## config.mk

```make
export PLATFORM = sky130hd
export DESIGN_NAME = spp_div
export DESIGN_NICKNAME = d
export VERILOG_FILES = /design/src/rtl/spp_pkg.sv /design/src/rtl/spp_div.sv
export SDC_FILE = /design/constraint.sdc
export NUM_CORES = 1
export LEC_CHECK = 0
export ABC_AREA = 1
export BUFFER_PORTS_ARGS = -buffer_cell sky130_fd_sc_hd__buf_2
export CAP_MARGIN = 30
export CORE_UTILIZATION = 51
export CTS_CLUSTER_DIAMETER = 50
export CTS_CLUSTER_SIZE = 8
export DETAILED_ROUTE_END_ITERATION = 16
export PLACE_DENSITY = 0.78
export SLEW_MARGIN = 20
export SYNTH_ARGS = -nofsm -noshare
export SYNTH_HDL_FRONTEND = slang
export SYNTH_SLANG_ARGS = --single-unit
```

## constraint.sdc

```tcl
create_clock -name clk -period 4.5 [get_ports clk]
set_clock_uncertainty 0.2 [all_clocks]
set_input_delay 0.225 -clock clk [delete_from_list [all_inputs] [get_ports clk]]
set_output_delay 0.225 -clock clk [all_outputs]
set_load 0.01 [all_outputs]
```

## src/rtl/spp_pkg.sv

```systemverilog
// ---------------------------------------------------------------------------
// Sphere point projector package
// Shared widths, register indexes, payload types, controller states and
// saturation helper.
// ---------------------------------------------------------------------------
package spp_pkg;

  localparam int COORD_BITS = 32;
  localparam int FRAC_BITS  = 16;
  localparam int RAD_BITS   = 31;
  localparam int LEN_BITS   = 32;
  localparam int MAG_BITS   = COORD_BITS + 1;
  localparam int WIDE_BITS  = COORD_BITS + 2;
  localparam int PROD_BITS  = 2 * MAG_BITS;
  localparam int SUM_BITS   = 2 * MAG_BITS + 2;
  localparam int ROOT_BITS  = SUM_BITS / 2;
  localparam int NUM_BITS   = 2 * COORD_BITS;
  localparam int QUOT_BITS  = COORD_BITS;

  localparam int CFG_IDX_BITS = 3;
  localparam logic [CFG_IDX_BITS-1:0] REG_CENTRE_X      = 3'd0;
  localparam logic [CFG_IDX_BITS-1:0] REG_CENTRE_Y      = 3'd1;
  localparam logic [CFG_IDX_BITS-1:0] REG_CENTRE_Z      = 3'd2;
  localparam logic [CFG_IDX_BITS-1:0] REG_SPHERE_RADIUS = 3'd3;

  localparam logic [RAD_BITS-1:0] RADIUS_RESET = RAD_BITS'(1) << FRAC_BITS;

  typedef struct packed {
    logic signed [COORD_BITS-1:0] point_x;
    logic signed [COORD_BITS-1:0] point_y;
    logic signed [COORD_BITS-1:0] point_z;
  } point_t;

  typedef struct packed {
    logic signed [COORD_BITS-1:0] proj_x;
    logic signed [COORD_BITS-1:0] proj_y;
    logic signed [COORD_BITS-1:0] proj_z;
    logic signed [COORD_BITS-1:0] move_x;
    logic signed [COORD_BITS-1:0] move_y;
    logic signed [COORD_BITS-1:0] move_z;
    logic        [LEN_BITS-1:0]   move_length;
    logic        [LEN_BITS-1:0]   largest_move;
    logic                         at_centre_error;
  } result_t;

  typedef enum logic [3:0] {
    ST_IDLE,
    ST_LOAD,
    ST_SQ,
    ST_ROOT_GO,
    ST_ROOT_WAIT,
    ST_MUL,
    ST_DIV_GO,
    ST_DIV_WAIT,
    ST_FIX_PROJ,
    ST_FIX_MOVE,
    ST_DONE
  } state_t;

  // Clamp a widened signed value to the coordinate range.
  function automatic logic signed [COORD_BITS-1:0] sat_coord(
    input logic signed [WIDE_BITS-1:0] v
  );
    logic signed [WIDE_BITS-1:0] hi_lim;
    logic signed [WIDE_BITS-1:0] lo_lim;
    hi_lim = WIDE_BITS'({1'b0, {(COORD_BITS-1){1'b1}}});
    lo_lim = -hi_lim - WIDE_BITS'(1);
    if (v > hi_lim) begin
      sat_coord = hi_lim[COORD_BITS-1:0];
    end else if (v < lo_lim) begin
      sat_coord = lo_lim[COORD_BITS-1:0];
    end else begin
      sat_coord = v[COORD_BITS-1:0];
    end
  endfunction

endpackage

```

## src/rtl/spp_div.sv

```systemverilog
// ---------------------------------------------------------------------------
// Bit-serial divider
// Restoring division, one quotient bit per cycle. The caller guarantees
// that the quotient fits in the coordinate width.
// ---------------------------------------------------------------------------
module spp_div (
  input  logic                             clk,
  input  logic                             rst,
  input  logic                             start,
  input  logic [spp_pkg::NUM_BITS-1:0]     num,
  input  logic [spp_pkg::ROOT_BITS-1:0]    den,
  output logic                             done,
  output logic [spp_pkg::QUOT_BITS-1:0]    quot
);

  localparam int RB = spp_pkg::ROOT_BITS;
  localparam int QB = spp_pkg::QUOT_BITS;

  logic [RB-1:0] rem;
  logic [4:0]    cnt;
  logic          busy;
  logic [RB:0]   rs;
  logic          fit;

  assign rs  = {rem, quot[QB-1]};
  assign fit = rs >= {1'b0, den};

  always_ff @(posedge clk) begin
    if (rst) begin
      busy <= 1'b0;
      done <= 1'b0;
      cnt  <= '0;
    end else begin
      done <= 1'b0;
      if (start) begin
        rem  <= RB'(num[spp_pkg::NUM_BITS-1:QB]);
        quot <= num[QB-1:0];
        cnt  <= '0;
        busy <= 1'b1;
      end else if (busy) begin
        rem  <= fit ? RB'(rs - {1'b0, den}) : rs[RB-1:0];
        quot <= {quot[QB-2:0], fit};
        cnt  <= cnt + 5'd1;
        if (cnt == 5'(QB - 1)) begin
          busy <= 1'b0;
          done <= 1'b1;
        end
      end
    end
  end

endmodule

```

==> out/metrics.yaml <==
status: "finished clean"
via_count: 6656
drv_slew: 0
finalCritPeriodShare: 0.7202
max_slew_margin: 0.4304
final_cell_mix: "nand2_1 (469), inv_1 (169), buf_2 (133)"
synth_cell_types: 38
finalCriticalPeriod_ns: 3.241
endpoint_kind: "register"
tns_ns: 0
worstPathCellList: "ha_1, nand2_1, inv_1, nand2_1, inv_1, a21oi_1, nand2_1, nor2_4, nand2_8, nand2_2, nand2_1, nand2_1, nand2_1"
placed_area_um2: 7246
critPathMaxFanout: 37
hold_class: "input port to register"
clockRootBuffer: "clkbuf_16"
port_buffers: 133
pwr-share-seq: 0.349
finalPower_uw: 2410
drtIter0Drc: 447
r2r_setup_slack_ns: 1.26
synthesis.area_um2: 6435
htree_levels: 3
leakagePower_uw: 0.004545
num_io_pins: 134
slowest_delay_ns: 0.60
ir_drop_v: 0.0003794
clockPowerShare: 0.303
cts.sinks: 73
reg2reg_depth: 13
cpMaxStageDelayCell: "nor2_4"
synth-main-ff-cell: "edfxtp_1"
crit_type: "register to register"
holdWs_ns: 0.06615
tightestPinTransition_ns: 0.8525
nets: 1329
intPower_uw: 1567
fmax_ghz: 0.3086
die_area_um2: 13070
seqCellArea_um2: 2122
grt_first_pass_wirelength_um: 30420
synthCells: 1002
grt_max_degree: 67
drc: 0
cts_resized: 0
power_frac_comb: 0.347
multi_input_area_um2: 3556
grt_pass1_vias: 6493
area_growth_pct: 27.14
rows: 40
routed_via_density: 4.880
initial_core_util: 0.5291
regToRegStartpoint: "rem[31]"
grt-ovfl-total: 0
final_common_cell: "nand2_1"
seq_area_frac_synth: 0.3298
cts_hold_buffers: 64
yosysWarnings: 0
swShare: 0.3501
critPathMostFrequentCell: "nand2_1"
worstSetupStartpointType: "register"
syn_nets: 1140
die_y_um: 114.3
ctsLongestPathBuffers: 2
holdPathEnd: "done"
cts_tree: "yes"
setup_viol: 0
n_antenna_cell: 0
clk-insertion-delay-late_ns: 0.35
hold_start: "rst"
rr_endpoint: "rem[29]"
antenna_found_initial: 0
die_width_um: 114.3
wl_per_cell_um: 13.78
nFillCells: 1071
gp_congestion: 0.9504
holdPathStages: 3
clk_pin_slew_ns: 0.06
cts_buffers: 9
postCtsSetupBuffers: 0
wl_um: 18800
async_reset_ff_frac: 0
synth_edf_count: 66
synth.avg_cell_area_um2: 6.422
arrival_ns: 3.15
final_hold_viol_count: 0
grt_use_total: 0.3001
ys_ff_latch: 73
maxCapViolations: 0
power_switching_uw: 843.8
final_antenna_net_count: 0
core_um2: 12160
first_pass_iters: 5
powerDensity_nw_per_um2: 294.6
crit_required_ns: 4.41
rsz0062_at_grt: "false"
hpwl_um: 12980
stdcell_area_um2: 8182
drive_above_1_share: 0.1488
## final cells by class
cell class | instances | share of cell area
clock inverters | 6 | 0.008105
flip-flops and latches | 73 | 0.2594
multi-input cells | 732 | 0.4346
well taps | 168 | 0.02569
clock buffers | 10 | 0.02799
inverters | 175 | 0.08029
repair buffers | 200 | 0.1639
## kinds of logic (layout without fill, tap and decap cells)
group,Yosys count,after routing,synth area share
XOR/XNOR,16,16,0.02178
flip-flops,73,73,0.3298
AND/OR/NAND/NOR,643,643,0.4245
buffers and inverters,197,391,0.1194
AO/OA/AOI/OAI,36,36,0.03150
adder cells (fa/ha/maj),37,37,0.07311
## sequential cells by signal (all words and copies together), names as in the netlist
signal,count
busy,1
quot,32
cnt,5
rem,34
done,1
## critical path: cells and delay by family, from the launching register on
| kind | cells | cell delay, ns |
|---|---|---|
| DFF | 1 | 0.42 |
| AOI/OAI and AO/OA | 1 | 0.15 |
| adders and majority gates | 1 | 0.36 |
| and+or+nand+nor | 9 | 1.75 |
| buffers and inverters | 2 | 0.10 |
## routing by layer
layer,GRT usage,wire (um),vias to the layer above
met5,0,0,-
li1,-,-,3467
met3,0.05929,1094,33
met4,0.09610,429,0
met1,0.3682,8186,2940
met2,0.5281,9086,216
## how the worst max path moves through the flow
stage                        from      end
after floorplan             start  quot[0]
after global placement    rem[25]  rem[31]
after detailed placement  rem[29]  rem[28]
after CTS                 rem[29]  rem[29]
after global routing      rem[25]  rem[30]
final                     rem[31]  rem[29]
## stage by stage
step	cells	setup slack [ns]	utilization
4_1_cts	1364	1.242	0.6727
2_1_floorplan	1002	0.02937	-
5_1_grt	1364	1.009	0.6727
3_3_place_gp	1284	1.408	0.5958
6_report	1364	1.259	0.6727
3_5_place_dp	1284	1.251	0.5958
## power groups by stage
stage / clock (uW) / combinational [uW] / sequential, uW
2_1_floorplan: 0 / 565 / 861
3_3_place_gp: 0 / 769 / 851
3_5_place_dp: 0 / 780 / 852
4_1_cts: 739 / 827 / 839
5_1_grt: 763 / 945 / 846
6_report: 731 / 838 / 841
## Yosys cell counts, types with 3 or more instances
cell / number / area (um2)
edfxtp_1: 66 / 1982
nand2_1: 469 / 1760
nor2_2: 4 / 25.02
buf_2: 5 / 25.02
nand3b_1: 26 / 195.2
inv_2: 4 / 15.01
clkbuf_1: 11 / 41.29
inv_1: 170 / 638.1
nand3_2: 3 / 30.03
nand2_2: 5 / 31.28
a21oi_1: 24 / 120.1
nand3_1: 63 / 315.3
buf_1: 3 / 11.26
nor3_1: 7 / 35.03
dfxtp_1: 7 / 140.1
xnor2_1: 14 / 122.6
o21ai_0: 4 / 20.02
ha_1: 36 / 450.4
nor2_1: 47 / 176.4
buf_6: 3 / 33.78
nand4_1: 8 / 50.05
(Power assumes the default switching activity.)
