### config.mk
export PLATFORM = sky130hd
export DESIGN_NAME = spp_sqrt
export DESIGN_NICKNAME = d
export VERILOG_FILES = /design/src/rtl/spp_pkg.sv /design/src/rtl/spp_sqrt.sv
export SDC_FILE = /design/constraint.sdc
export NUM_CORES = 1
export LEC_CHECK = 0
export ABC_AREA = 1
export BUFFER_PORTS_ARGS = -buffer_cell sky130_fd_sc_hd__buf_4
export CORE_AREA = 3 3 186 152
export DETAILED_ROUTE_END_ITERATION = 8
export DIE_AREA = 0 0 189 155
export PLACE_DENSITY_LB_ADDON = 0.25
export SYNTH_ARGS = -nofsm -noshare
export SYNTH_HDL_FRONTEND = slang
export SYNTH_SLANG_ARGS = --single-unit
export TNS_END_PERCENT = 100
### constraint.sdc
create_clock -name clk -period 15.25 [get_ports clk]
set_input_delay 3.05 -clock clk [delete_from_list [all_inputs] [get_ports clk]]
set_output_delay 3.05 -clock clk [all_outputs]
set_load 0.02 [all_outputs]
### src/rtl/spp_pkg.sv
// ---------------------------------------------------------------------------
// Sphere point projector package
// Shared widths, register indexes, payload types, controller states and
// saturation helper.
// ---------------------------------------------------------------------------
package spp_pkg;

  localparam int COORD_BITS = 32;
  localparam int FRAC_BITS  = 16;
  localparam int RAD_BITS   = 31;
  localparam int LEN_BITS   = 32;
  localparam int MAG_BITS   = COORD_BITS + 1;
  localparam int WIDE_BITS  = COORD_BITS + 2;
  localparam int PROD_BITS  = 2 * MAG_BITS;
  localparam int SUM_BITS   = 2 * MAG_BITS + 2;
  localparam int ROOT_BITS  = SUM_BITS / 2;
  localparam int NUM_BITS   = 2 * COORD_BITS;
  localparam int QUOT_BITS  = COORD_BITS;

  localparam int CFG_IDX_BITS = 3;
  localparam logic [CFG_IDX_BITS-1:0] REG_CENTRE_X      = 3'd0;
  localparam logic [CFG_IDX_BITS-1:0] REG_CENTRE_Y      = 3'd1;
  localparam logic [CFG_IDX_BITS-1:0] REG_CENTRE_Z      = 3'd2;
  localparam logic [CFG_IDX_BITS-1:0] REG_SPHERE_RADIUS = 3'd3;

  localparam logic [RAD_BITS-1:0] RADIUS_RESET = RAD_BITS'(1) << FRAC_BITS;

  typedef struct packed {
    logic signed [COORD_BITS-1:0] point_x;
    logic signed [COORD_BITS-1:0] point_y;
    logic signed [COORD_BITS-1:0] point_z;
  } point_t;

  typedef struct packed {
    logic signed [COORD_BITS-1:0] proj_x;
    logic signed [COORD_BITS-1:0] proj_y;
    logic signed [COORD_BITS-1:0] proj_z;
    logic signed [COORD_BITS-1:0] move_x;
    logic signed [COORD_BITS-1:0] move_y;
    logic signed [COORD_BITS-1:0] move_z;
    logic        [LEN_BITS-1:0]   move_length;
    logic        [LEN_BITS-1:0]   largest_move;
    logic                         at_centre_error;
  } result_t;

  typedef enum logic [3:0] {
    ST_IDLE,
    ST_LOAD,
    ST_SQ,
    ST_ROOT_GO,
    ST_ROOT_WAIT,
    ST_MUL,
    ST_DIV_GO,
    ST_DIV_WAIT,
    ST_FIX_PROJ,
    ST_FIX_MOVE,
    ST_DONE
  } state_t;

  // Clamp a widened signed value to the coordinate range.
  function automatic logic signed [COORD_BITS-1:0] sat_coord(
    input logic signed [WIDE_BITS-1:0] v
  );
    logic signed [WIDE_BITS-1:0] hi_lim;
    logic signed [WIDE_BITS-1:0] lo_lim;
    hi_lim = WIDE_BITS'({1'b0, {(COORD_BITS-1){1'b1}}});
    lo_lim = -hi_lim - WIDE_BITS'(1);
    if (v > hi_lim) begin
      sat_coord = hi_lim[COORD_BITS-1:0];
    end else if (v < lo_lim) begin
      sat_coord = lo_lim[COORD_BITS-1:0];
    end else begin
      sat_coord = v[COORD_BITS-1:0];
    end
  endfunction

endpackage

### src/rtl/spp_sqrt.sv
// ---------------------------------------------------------------------------
// Bit-serial square root
// Floor square root of the sum of squares, two radicand bits shifted in
// and one root bit produced per cycle.
// ---------------------------------------------------------------------------
module spp_sqrt (
  input  logic                             clk,
  input  logic                             rst,
  input  logic                             start,
  input  logic [spp_pkg::SUM_BITS-1:0]     radicand,
  output logic                             done,
  output logic [spp_pkg::ROOT_BITS-1:0]    root
);

  localparam int REM_BITS = spp_pkg::ROOT_BITS + 2;

  logic [spp_pkg::SUM_BITS-1:0] rad;
  logic [REM_BITS-1:0]          rem;
  logic [5:0]                   cnt;
  logic                         busy;
  logic [REM_BITS+1:0]          rem_sh;
  logic [REM_BITS+1:0]          trial;
  logic                         fit;

  assign rem_sh = {rem, rad[spp_pkg::SUM_BITS-1 -: 2]};
  assign trial  = {2'b00, root, 2'b01};
  assign fit    = rem_sh >= trial;

  always_ff @(posedge clk) begin
    if (rst) begin
      busy <= 1'b0;
      done <= 1'b0;
      cnt  <= '0;
    end else begin
      done <= 1'b0;
      if (start) begin
        rad  <= radicand;
        rem  <= '0;
        root <= '0;
        cnt  <= '0;
        busy <= 1'b1;
      end else if (busy) begin
        rad  <= {rad[spp_pkg::SUM_BITS-3:0], 2'b00};
        rem  <= fit ? REM_BITS'(rem_sh - trial) : rem_sh[REM_BITS-1:0];
        root <= {root[spp_pkg::ROOT_BITS-2:0], fit};
        cnt  <= cnt + 6'd1;
        if (cnt == 6'(spp_pkg::ROOT_BITS - 1)) begin
          busy <= 1'b0;
          done <= 1'b1;
        end
      end
    end
  end

endmodule

==> reports/results.txt, run 1 <==
P_leak: 5.456 nW
Slowest cell on crit path: buf_4
Vias in the first global route: 7,289
Gate Count Post-Synth: 1,222
CP top delay family: buffers and inverters
Worst EP arrival: 4.74 ns
Worst-Margin Slew: 1.039 ns
Worst r2r src: root[18]
Die area: 0.02930 mm2
Critical Path Sink Type: flop
Crit. Startpoint: start
Avg Cell Area, Syn: 7.532 um2
Core area: 0.02633 mm2
Clock-pin slew of the registers on the worst-case setup and hold paths: 0.07 ns
Worst rel slew slack: 0.3076
Final nets: 1,428
Count of final setup violators: 0
Gate power share: 0.238
Cell mode on critical path: buf_4
Clock Sinks: 146
Crit Path Max Fanout: 81
GRT Total Usage: 0.1567
YS warnings: 0
PD cells: 110.3 mW/mm2
Peak supply drop: 0.07206 mV
CTS tree: yes
Max Clk Rate: 0.2135 GHz
Layout cells sized above 1: 0.1239
Worst Path Required: 15.31 ns
Starting Density: 0.3496
CP Class: input pin to flop
Bufs on Longest Clock Path: 2
Clk root buf: clkbuf_16
DIE WIDTH: 189 um
Final Hold Vio Count: 0
Fin crit period: 4.684 ns
Most common cell after layout, fill and taps aside: nand2_1
Sw frac: 0.3343
Critical-path cell list: buf_4 -> inv_2 -> a21oi_4 -> buf_4
Initial DRC Count: 469
Flops & latches, synth: 146
Flop pwr share: 0.408
Clock Latency Late Sink: 0.44 ns
Worst path max stage delay: 0.79 ns
PortBufs: 105
Largest net degree at the start of global routing: 83
Maximum capacitance violations: 0
Global-route wire length before repair: 37,050 um
Via Count: 7,673
Routability cong.: 0.8902
Cell variety after synth: 37
Hold Crit Class: flop to flop
Seq/Total Area, Yosys: 0.4676
Pre-antenna DRT Iters: 5
Vias per std cell: 4.543
Clk pwr share: 0.353
Final ANT Viol Nets: 0
Non-Filler Instances: 1,689
Antenna violations before repair: 0
Post-synth EDFFs: 138
Ant diodes: 0
Unrepaired setup endpoints after global routing: false
Switching Power: 0.4021 mW
Largest cells by area after synthesis: edfxtp_1 (45%), nand2_1 (21%), inv_1 (7.5%)
Internal cell power: 0.8008 mW
Routed wire length per instance: 13.38 um
Total CTS buffers: 17
Asr flop ratio synth: 0
Post-CTS sizing: 0
Setup TNS: 0 ns
Die Ht: 155 um
Status: finished clean
Fin crit share: 0.3072
Worst Setup Start Kind: input pin
Hold Startpoint: rad[3]
Area growth, synth to finish: 18.54%
Synthesized cell area: 0.009204 mm2
Largest area contributor in the netlist: edfxtp_1
Core Util, Final: 0.4144
Syn nets: 1,331
Final Routed Wirelength: 22,600 um
Dpl hpwl: 16,560 um
# hold bufs at CTS: 0
Buf/Inv on CP: 3
DP Cell Count: 1,657
Post-Route Skew: 0.01321 ns
Global route overflow: 0
# DRC: 0
Synth Flop Type: edfxtp_1
Max Slew Vio Count: 0
Post-CTS Setup Bufs: 0
Cell Rows: 53
Max H-tree Level: 4
I/O pin cnt: 106
Most frequent cells in the layout: nand2_1 (511), inv_1 (182), edfxtp_1 (138)
Share of the synthesized area in the top cell type: 0.4502
==> registers in the layout (all words and copies together), names as in the netlist <==
signal,cells
cnt,6
done,1
rad,68
rem,36
root,34
busy,1
==> worst min-delay path, cell delays in order, from the launching register on <==
cell	delay, ns
edfxtp_1	0.32
nand2_1	0.05
nand2_1	0.04
==> area by class of cell <==
| cell class | count | area [um2] |
|---|---|---|
| tap | 357 | 446.7 |
| fill | 2766 | 15420 |
| inverter | 185 | 694.4 |
| clock buffer | 17 | 425.4 |
| multi-input combinational | 860 | 4044 |
| clock inverter | 15 | 177.7 |
| timing repair buffer | 109 | 818.3 |
| sequential | 146 | 4304 |
==> path summary, 6_finish.rpt <==
kind	end	slack, ns	depth (start not counted)
setup / recovery	rem[13]	10.57	4
hold / removal	rad[5]	0.51	2
setup reg to reg	rem[35]	12.28	16
hold reg to reg	rad[5]	0.51	2
==> Yosys cell counts (9+ instances only) <==
library cell  instances
clkbuf_1             22
nor3_1                9
nand3_1              28
ha_1                 38
inv_1               183
o21bai_1             25
nand2_1             511
nor2_1              132
edfxtp_1            138
a21oi_1              44
xor2_1               15
==> metrics by stage <==
stage	area [um2]	hold slack [ns]	power (mW)	setup slack, ns
after floorplan	9204	0.4713	0.7084	4.331
after global placement	10310	0.4895	0.7829	10.12
after detailed placement	10310	0.4958	0.7853	10.10
after CTS	10910	0.5086	1.212	10.57
after global routing	10910	0.5314	1.276	10.43
final	10910	0.5136	1.203	10.57
==> cell families after synthesis <==
family          count (synthesis)  share of synthesized area
simple gates                  723                     0.3169
xor+xnor                       17                    0.01618
flops                         146                     0.4676
buf+inv                       216                    0.09421
compound gates                 82                    0.05343
fa+ha+maj                      38                    0.05166
==> layer usage <==
metal	routed length [um]	GRT usage	vias up
met5	0	0	-
met1	11500	0.2374	3474
li1	-	-	4012
met4	182	0.03828	0
met3	1371	0.03379	15
met2	9547	0.2264	172
==> power by group through the flow <==
stage	Combinational [mW]	Sequential [mW]	Clock, mW
floorplan	0.200	0.508	0
global placement	0.283	0.500	0
detailed placement	0.286	0.500	0
CTS	0.287	0.491	0.433
global route	0.328	0.495	0.453
finish	0.287	0.491	0.425
Power figures use the tool's default switching activity.
==> inputs of run 2 (changes only) <==
--- a/config.mk
+++ b/config.mk
@@ -5,11 +5,11 @@
 export SDC_FILE = /design/constraint.sdc
 export NUM_CORES = 1
 export LEC_CHECK = 0
-export ABC_AREA = 1
+export ABC_AREA = 0
 export BUFFER_PORTS_ARGS = -buffer_cell sky130_fd_sc_hd__buf_4
-export CORE_AREA = 3 3 186 152
+export CORE_AREA = 3 3 175 143
 export DETAILED_ROUTE_END_ITERATION = 8
-export DIE_AREA = 0 0 189 155
+export DIE_AREA = 0 0 178 146
 export PLACE_DENSITY_LB_ADDON = 0.25
 export SYNTH_ARGS = -nofsm -noshare
 export SYNTH_HDL_FRONTEND = slang
==> constraint.sdc (replaced) <==
create_clock -name clk -period 3.8 [get_ports clk]
set_input_delay 0.76 -clock clk [delete_from_list [all_inputs] [get_ports clk]]
set_output_delay 0.76 -clock clk [all_outputs]
set_load 0.02 [all_outputs]
==> reports/results.txt, run 2 <==
Status: finished clean
Vias per std cell: 4.962 (+9.2%)
Core Util, Final: 0.4247 (+0.01024)
Share of the synthesized area in the top cell type: 0.5086 (+0.05835)
Starting Density: 0.3492 (-0.0004343)
Bufs on Longest Clock Path: 2 (unchanged)
Routed wire length per instance: 16.22 um (+21%)
Commonest cells post-synth: edfxtp_1 (138), nor2_1 (88), mux2_2 (66)
Final ANT Viol Nets: 0 (unchanged)
Setup ws final: 0.4001 ns (-10.17 ns)
Synth Flop Type: edfxtp_1
Largest register FFs: 68 (unchanged)
Worst-Margin Slew: 0.6964 ns (-0.3422 ns)
Internal cell power: 3.297 mW (+310%)
Most frequent cells in the layout: edfxtp_1 (138), buf_4 (111), nor2_1 (87)
Core area: 0.02333 mm2 (-11%)
Slowest cell on crit path: a211oi_1
Setup TNS: 0 ns (unchanged)
Post-CTS sizing: 0 (unchanged)
DP Cell Count: 1,096 (-34%)
CP Class: flop to flop
Post-Route Skew: 0.01202 ns (-0.001191 ns)
Maximum capacitance violations: 0 (unchanged)
CP top delay family: compound AO/OA/AOI/OAI gates
Dpl hpwl: 12,930 um (-22%)
Final Instance Area: 0.009910 mm2 (-9.2%)
Non-Filler Instances: 1,128 (-33%)
Peak supply drop: 0.2550 mV (+250%)
P_leak: 4.039 nW (-26%)
Pre-antenna DRT Iters: 5 (unchanged)
Gate Count Post-Synth: 701 (-43%)
Routability cong.: 0.8846 (-0.63%)
Layout cells sized above 1: 0.2806 (+0.1568)
Flops & latches, synth: 146 (unchanged)
Worst rel slew slack: 0.5329 (+0.2253)
Most frequent cell after synthesis: edfxtp_1
Unrepaired setup endpoints after global routing: false
# DRC: 0 (unchanged)
Fin crit period: 3.400 ns
PD cells: 479.6 mW/mm2 (+340%)
Die area: 0.02599 mm2 (-11%)
Worst EP arrival: 3.58 ns (-1.16 ns)
Largest net degree at the start of global routing: 98 (+18%)
Final nets: 912 (-36%)
GRT Total Usage: 0.1425 (-0.01416)
Worst Setup Start Kind: flop
Largest registers: rad: 68 flops, rem: 36 flops, root: 34 flops
Largest cells by area after synthesis: edfxtp_1 (51%), mux2_2 (9.1%), ha_1 (5.8%)
Synthesized cell area: 0.008148 mm2 (-11%)
Initial DRC Count: 478 (+1.9%)
Post-synth EDFFs: 138 (unchanged)
Antenna violations before repair: 0 (unchanged)
Cell variety after synth: 60 (+62%)
Area growth, synth to finish: 21.62%
I/O pin cnt: 106 (unchanged)
Seq/Total Area, Yosys: 0.5283 (+0.06061)
Most common cell after layout, fill and taps aside: edfxtp_1
Final Routed Wirelength: 18,290 um (-19%)
Hold slack: 0.5025 ns (-0.01110 ns)
Switching Power: 1.456 mW (+260%)
Critical Path Sink Type: flop
DIE WIDTH: 178 um (-5.8%)
Ant diodes: 0 (unchanged)
Die Ht: 146 um (-5.8%)
Clk pwr share: 0.358 (+0.005)
Post-CTS Setup Bufs: 0 (unchanged)
Worst path max stage delay: 0.61 ns (-0.18 ns)
Global-route wire length before repair: 29,460 um (-21%)
Sw frac: 0.3064 (-0.02793)
Placed inst area: 0.009300 mm2 (-9.8%)
YS warnings: 0 (unchanged)
Buf/Inv on CP: 2 (-1)
Layout fillers: 2,267 (-18%)
Crit Path Max Fanout: 31 (-62%)
Vias in the first global route: 5,567 (-24%)
Count of final setup violators: 0 (unchanged)
Clock-pin slew of the registers on the worst-case setup and hold paths: 0.07 ns (about the same)
Largest area contributor in the netlist: edfxtp_1
Total CTS buffers: 17 (unchanged)
Asr flop ratio synth: 0 (unchanged)
Max Clk Rate: 0.2941 GHz
# hold bufs at CTS: 0 (unchanged)
Max H-tree Level: 4 (unchanged)
Worst slack at placement: 0.4391 ns (-9.658 ns)
Syn nets: 810 (-39%)
Hold Crit Class: flop to flop
Gate power share: 0.225 (-0.013)
Multi-input gate area in the final layout: 0.003528 mm2 (-13%)
Cell Rows: 50 (-5.7%)
Max Slew Vio Count: 0 (unchanged)
Fin crit share: 0.8947
Clock Sinks: 146 (unchanged)
Clock Latency Late Sink: 0.43 ns (about the same)
Critical-path cell list: inv_1 -> ha_1 -> a21o_1 -> and3_1 -> a311o_1 -> a211oi_1 -> o31ai_2 -> a31o_2 -> buf_12 -> mux2i_1 -> nor2_1
PortBufs: 105 (unchanged)
Avg Cell Area, Syn: 11.62 um2 (+54%)
Flop pwr share: 0.417 (+0.009)
Via Count: 5,597 (-27%)
Sequential Area: 0.004304 mm2 (unchanged)
Worst Path Required: 3.98 ns (-11.33 ns)
Final Hold Vio Count: 0 (unchanged)
Largest Register: rad
CTS tree: yes
Final total power: 4.753 mW (+300%)
Global route overflow: 0 (unchanged)
Clk root buf: clkbuf_16
run 2: cell types whose count changed in the layout (fill, tap and decap cells not counted), moves of 16 or more:
cell	before	now
o21bai_1	25	9
inv_1	182	48
mux2_2	0	66
a21o_1	2	18
nand2_1	511	33
nand3_1	28	6
mux2i_1	0	21
nor2_1	132	87
xnor2_1	2	20
run 2: final cells by class:
type,count,share of cell area
Multi-Input combinational cell,475,0.3561
Timing Repair Buffer,114,0.09015
Sequential cell,146,0.4343
Inverter,49,0.01856
Clock inverter,15,0.01856
Clock buffer,17,0.04293
Tap cell,312,0.03939
run 2: worst paths after layout:
check                             start      to  slack [ns]  cells after the start
worst max-delay path            root[9]  rem[8]        0.40                     11
worst min-delay path             cnt[5]  cnt[5]        0.50                      2
worst max register to register  root[9]  rem[8]        0.40                     11
worst min register to register   cnt[5]  cnt[5]        0.50                      2
run 2: power by group through the flow:
stage,Combinational (mW),Sequential (mW),Clock [mW]
global route,1.19,1.99,1.81
finish,1.07,1.98,1.70
detailed placement,1.07,2.02,0
global placement,1.07,2.02,0
CTS,1.08,1.98,1.75
floorplan,0.765,2.02,0
run 2: worst register-to-register path: stages (launching register included):
cell and delay (ns):
edfxtp_1 0.35, inv_1 0.07, ha_1 0.40, a21o_1 0.22, and3_1 0.17, a311o_1 0.29
a211oi_1 0.61, o31ai_2 0.18, a31o_2 0.37, buf_12 0.20, mux2i_1 0.23, nor2_1 0.05
run 2: kinds of logic (layout without fill, tap and decap cells):
group / count (synthesis) / after routing / synth area share
AND/OR/NAND/NOR: 175 / 175 / 0.09736
multiplexers: 87 / 87 / 0.1170
buffers and inverters: 80 / 195 / 0.03962
AO/OA/AOI/OAI: 141 / 141 / 0.1229
flip-flops: 146 / 146 / 0.5283
adder cells (fa/ha/maj): 38 / 38 / 0.05835
XOR/XNOR: 34 / 34 / 0.03655
run 2: per-layer routing:
metal  vias up  GRT usage  routed length, um
li1       2801          -                  -
met1      2668     0.2110               9291
met2       118     0.2094               8018
met3        10    0.03104                814
met4         0    0.03885                166
met5         -          0                  0
==> inputs of run 3 (changes only) <==
==> constraint.sdc (replaced) <==
create_clock -name clk -period 3.25 [get_ports clk]
set_input_delay 0.65 -clock clk [delete_from_list [all_inputs] [get_ports clk]]
set_output_delay 0.65 -clock clk [all_outputs]
set_load 0.02 [all_outputs]
==> reports/results.txt, run 3 (same netlist as run 2, synthesis figures left out) <==
Flop pwr share: 0.406 (-0.011)
Pre-antenna DRT Iters: 5 (unchanged)
Unrepaired setup endpoints after global routing: true
Buf/Inv on CP: 2 (unchanged)
Critical-path cell list: inv_1 -> ha_1 -> a21o_1 -> a31o_1 -> a221o_1 -> a221oi_1 -> o31ai_2 -> a31o_2 -> buf_12 -> nor2_2 -> a22o_1
Most common cell after layout, fill and taps aside: edfxtp_1
Area growth, synth to finish: 23.57%
Routed wire length per instance: 16.37 um (+0.94%)
Ant diodes: 0 (unchanged)
Post-Route Skew: 0.008583 ns (-0.003433 ns)
CP top delay family: compound AO/OA/AOI/OAI gates
Bufs on Longest Clock Path: 2 (unchanged)
Most frequent cells in the layout: edfxtp_1 (138), buf_4 (129), nor2_1 (86)
# hold bufs at CTS: 0 (unchanged)
I/O pin cnt: 106 (unchanged)
Slowest cell on crit path: edfxtp_1
Worst Path Required: 3.53 ns (-0.45 ns)
Clock-pin slew of the registers on the worst-case setup and hold paths: 0.06 ns (about the same)
Fin crit period: 3.114 ns (-0.2861 ns)
CP Class: flop to flop
# DRC: 0 (unchanged)
Max Slew Vio Count: 0 (unchanged)
Hold slack: 0.5060 ns (+0.003514 ns)
Max Clk Rate: 0.3211 GHz (+9.2%)
Count of final setup violators: 0 (unchanged)
Die Ht: 146 um (unchanged)
Crit Path Max Fanout: 17 (-45%)
Largest Register: rad
Maximum capacitance violations: 0 (unchanged)
Vias in the first global route: 5,622 (+0.99%)
Hold Crit Class: flop to flop
DIE WIDTH: 178 um (unchanged)
Layout cells sized above 1: 0.2998 (+0.01912)
Largest net degree at the start of global routing: 116 (+18%)
Fin crit share: 0.9581 (+0.06338)
Largest register FFs: 68 (unchanged)
Worst rel slew slack: 0.5541 (+0.02121)
Core area: 0.02333 mm2 (unchanged)
Clock Sinks: 146 (unchanged)
Antenna violations before repair: 0 (unchanged)
Internal cell power: 4.022 mW (+22%)
Worst-Margin Slew: 0.6688 ns (-0.02762 ns)
Die area: 0.02599 mm2 (unchanged)
Starting Density: 0.3492 (unchanged)
CTS tree: yes
Core Util, Final: 0.4315 (+0.006810)
Max H-tree Level: 4 (unchanged)
Switching Power: 1.674 mW (+15%)
Dpl hpwl: 13,030 um (+0.76%)
Total CTS buffers: 17 (unchanged)
Final ANT Viol Nets: 0 (unchanged)
Initial DRC Count: 450 (-5.9%)
Final Instance Area: 0.01007 mm2 (+1.6%)
Worst path max stage delay: 0.40 ns (-0.21 ns)
Cell Rows: 50 (unchanged)
P_leak: 4.133 nW (+2.3%)
Final nets: 930 (+2.0%)
Vias per std cell: 4.928 (-0.67%)
Critical Path Sink Type: flop
Layout fillers: 2,204 (-2.8%)
Global-route wire length before repair: 30,220 um (+2.6%)
Clk pwr share: 0.364 (+0.006)
Via Count: 5,648 (+0.91%)
Sw frac: 0.2939 (-0.01246)
Gate power share: 0.230 (+0.005)
Setup TNS: 0 ns (unchanged)
PD cells: 565.7 mW/mm2 (+18%)
PortBufs: 105 (unchanged)
Placed inst area: 0.009428 mm2 (+1.4%)
Final Hold Vio Count: 0 (unchanged)
Final total power: 5.696 mW (+20%)
Final Routed Wirelength: 18,760 um (+2.5%)
Status: finished clean
Clk root buf: clkbuf_16
Routability cong.: 0.8613 (-2.6%)
GRT Total Usage: 0.1462 (+0.003733)
Clock Latency Late Sink: 0.42 ns (about the same)
Global route overflow: 0 (unchanged)
Largest registers: rad: 68 flops, rem: 36 flops, root: 34 flops
Worst Setup Start Kind: flop
Peak supply drop: 0.3139 mV (+23%)
Worst EP arrival: 3.40 ns (-0.18 ns)
## run 3: cell count changes in the layout (fill, tap and decap cells not counted)
| cell | delta |
|---|---|
| bufinv_16 | +2 |
| inv_8 | -3 |
| a2111oi_0 | -1 |
| clkinv_4 | +1 |
| nor2_4 | +1 |
| a2111oi_2 | +1 |
| a31oi_1 | -1 |
| inv_6 | +3 |
| buf_4 | +18 |
| a31oi_2 | +1 |
| clkinv_8 | -4 |
| clkinvlp_4 | +1 |
| nor2_1 | -1 |
## run 3: final cells by class
| type | count | area (um2) | area share |
|---|---|---|---|
| flip-flops and latches | 146 | 4304 | 0.4275 |
| multi-input cells | 475 | 3548 | 0.3524 |
| repair buffers | 132 | 1028 | 0.1022 |
| clock buffers | 17 | 425.4 | 0.04225 |
| well taps | 312 | 390.4 | 0.03877 |
| clock inverters | 15 | 187.7 | 0.01864 |
| inverters | 49 | 183.9 | 0.01827 |
## run 3: per-layer routing
metal,up-vias,global-route usage,wire [um]
li1,2830,-,-
met1,2685,0.2229,9710
met2,120,0.2062,7981
met3,13,0.03860,879
met4,0,0.03257,185
met5,-,0,0
## run 3: stage by stage
stage | cells | setup WS, ns
global placement | 1112 | 0.1653
detailed placement | 1112 | 0.1160
floorplan | 701 | -0.05235
CTS | 1144 | 0.1119
finish | 1146 | 0.1362
global route | 1146 | -0.003903
## run 3: power groups by stage
stage | registers (mW) | clock network, mW | logic, mW
2_1_floorplan | 2.37 | 0 | 0.898
3_3_place_gp | 2.35 | 0 | 1.30
3_5_place_dp | 2.35 | 0 | 1.30
4_1_cts | 2.31 | 2.13 | 1.31
5_1_grt | 2.33 | 2.23 | 1.46
6_report | 2.31 | 2.07 | 1.31
## run 3: final timing paths
check	from	slack (ns)	cells after the start	end
worst max register to register	root[26]	0.14	11	rem[29]
worst min register to register	cnt[5]	0.51	2	cnt[5]
worst max-delay path	root[26]	0.14	11	rem[29]
worst min-delay path	cnt[5]	0.51	2	cnt[5]
## run 3: timing repair
action                     4_1_cts  5_1_grt
gates resized for setup          0        3
setup buffers                    0        2
setup endpoints to repair        0        7
## run 3: worst register-to-register path: stages, from the launching register on
cell and delay [ns]:
edfxtp_1 0.40, inv_1 0.10, ha_1 0.24, a21o_1 0.19, a31o_1 0.21, a221o_1 0.35
a221oi_1 0.38, o31ai_2 0.17, a31o_2 0.32, buf_12 0.17, nor2_2 0.25, a22o_1 0.20
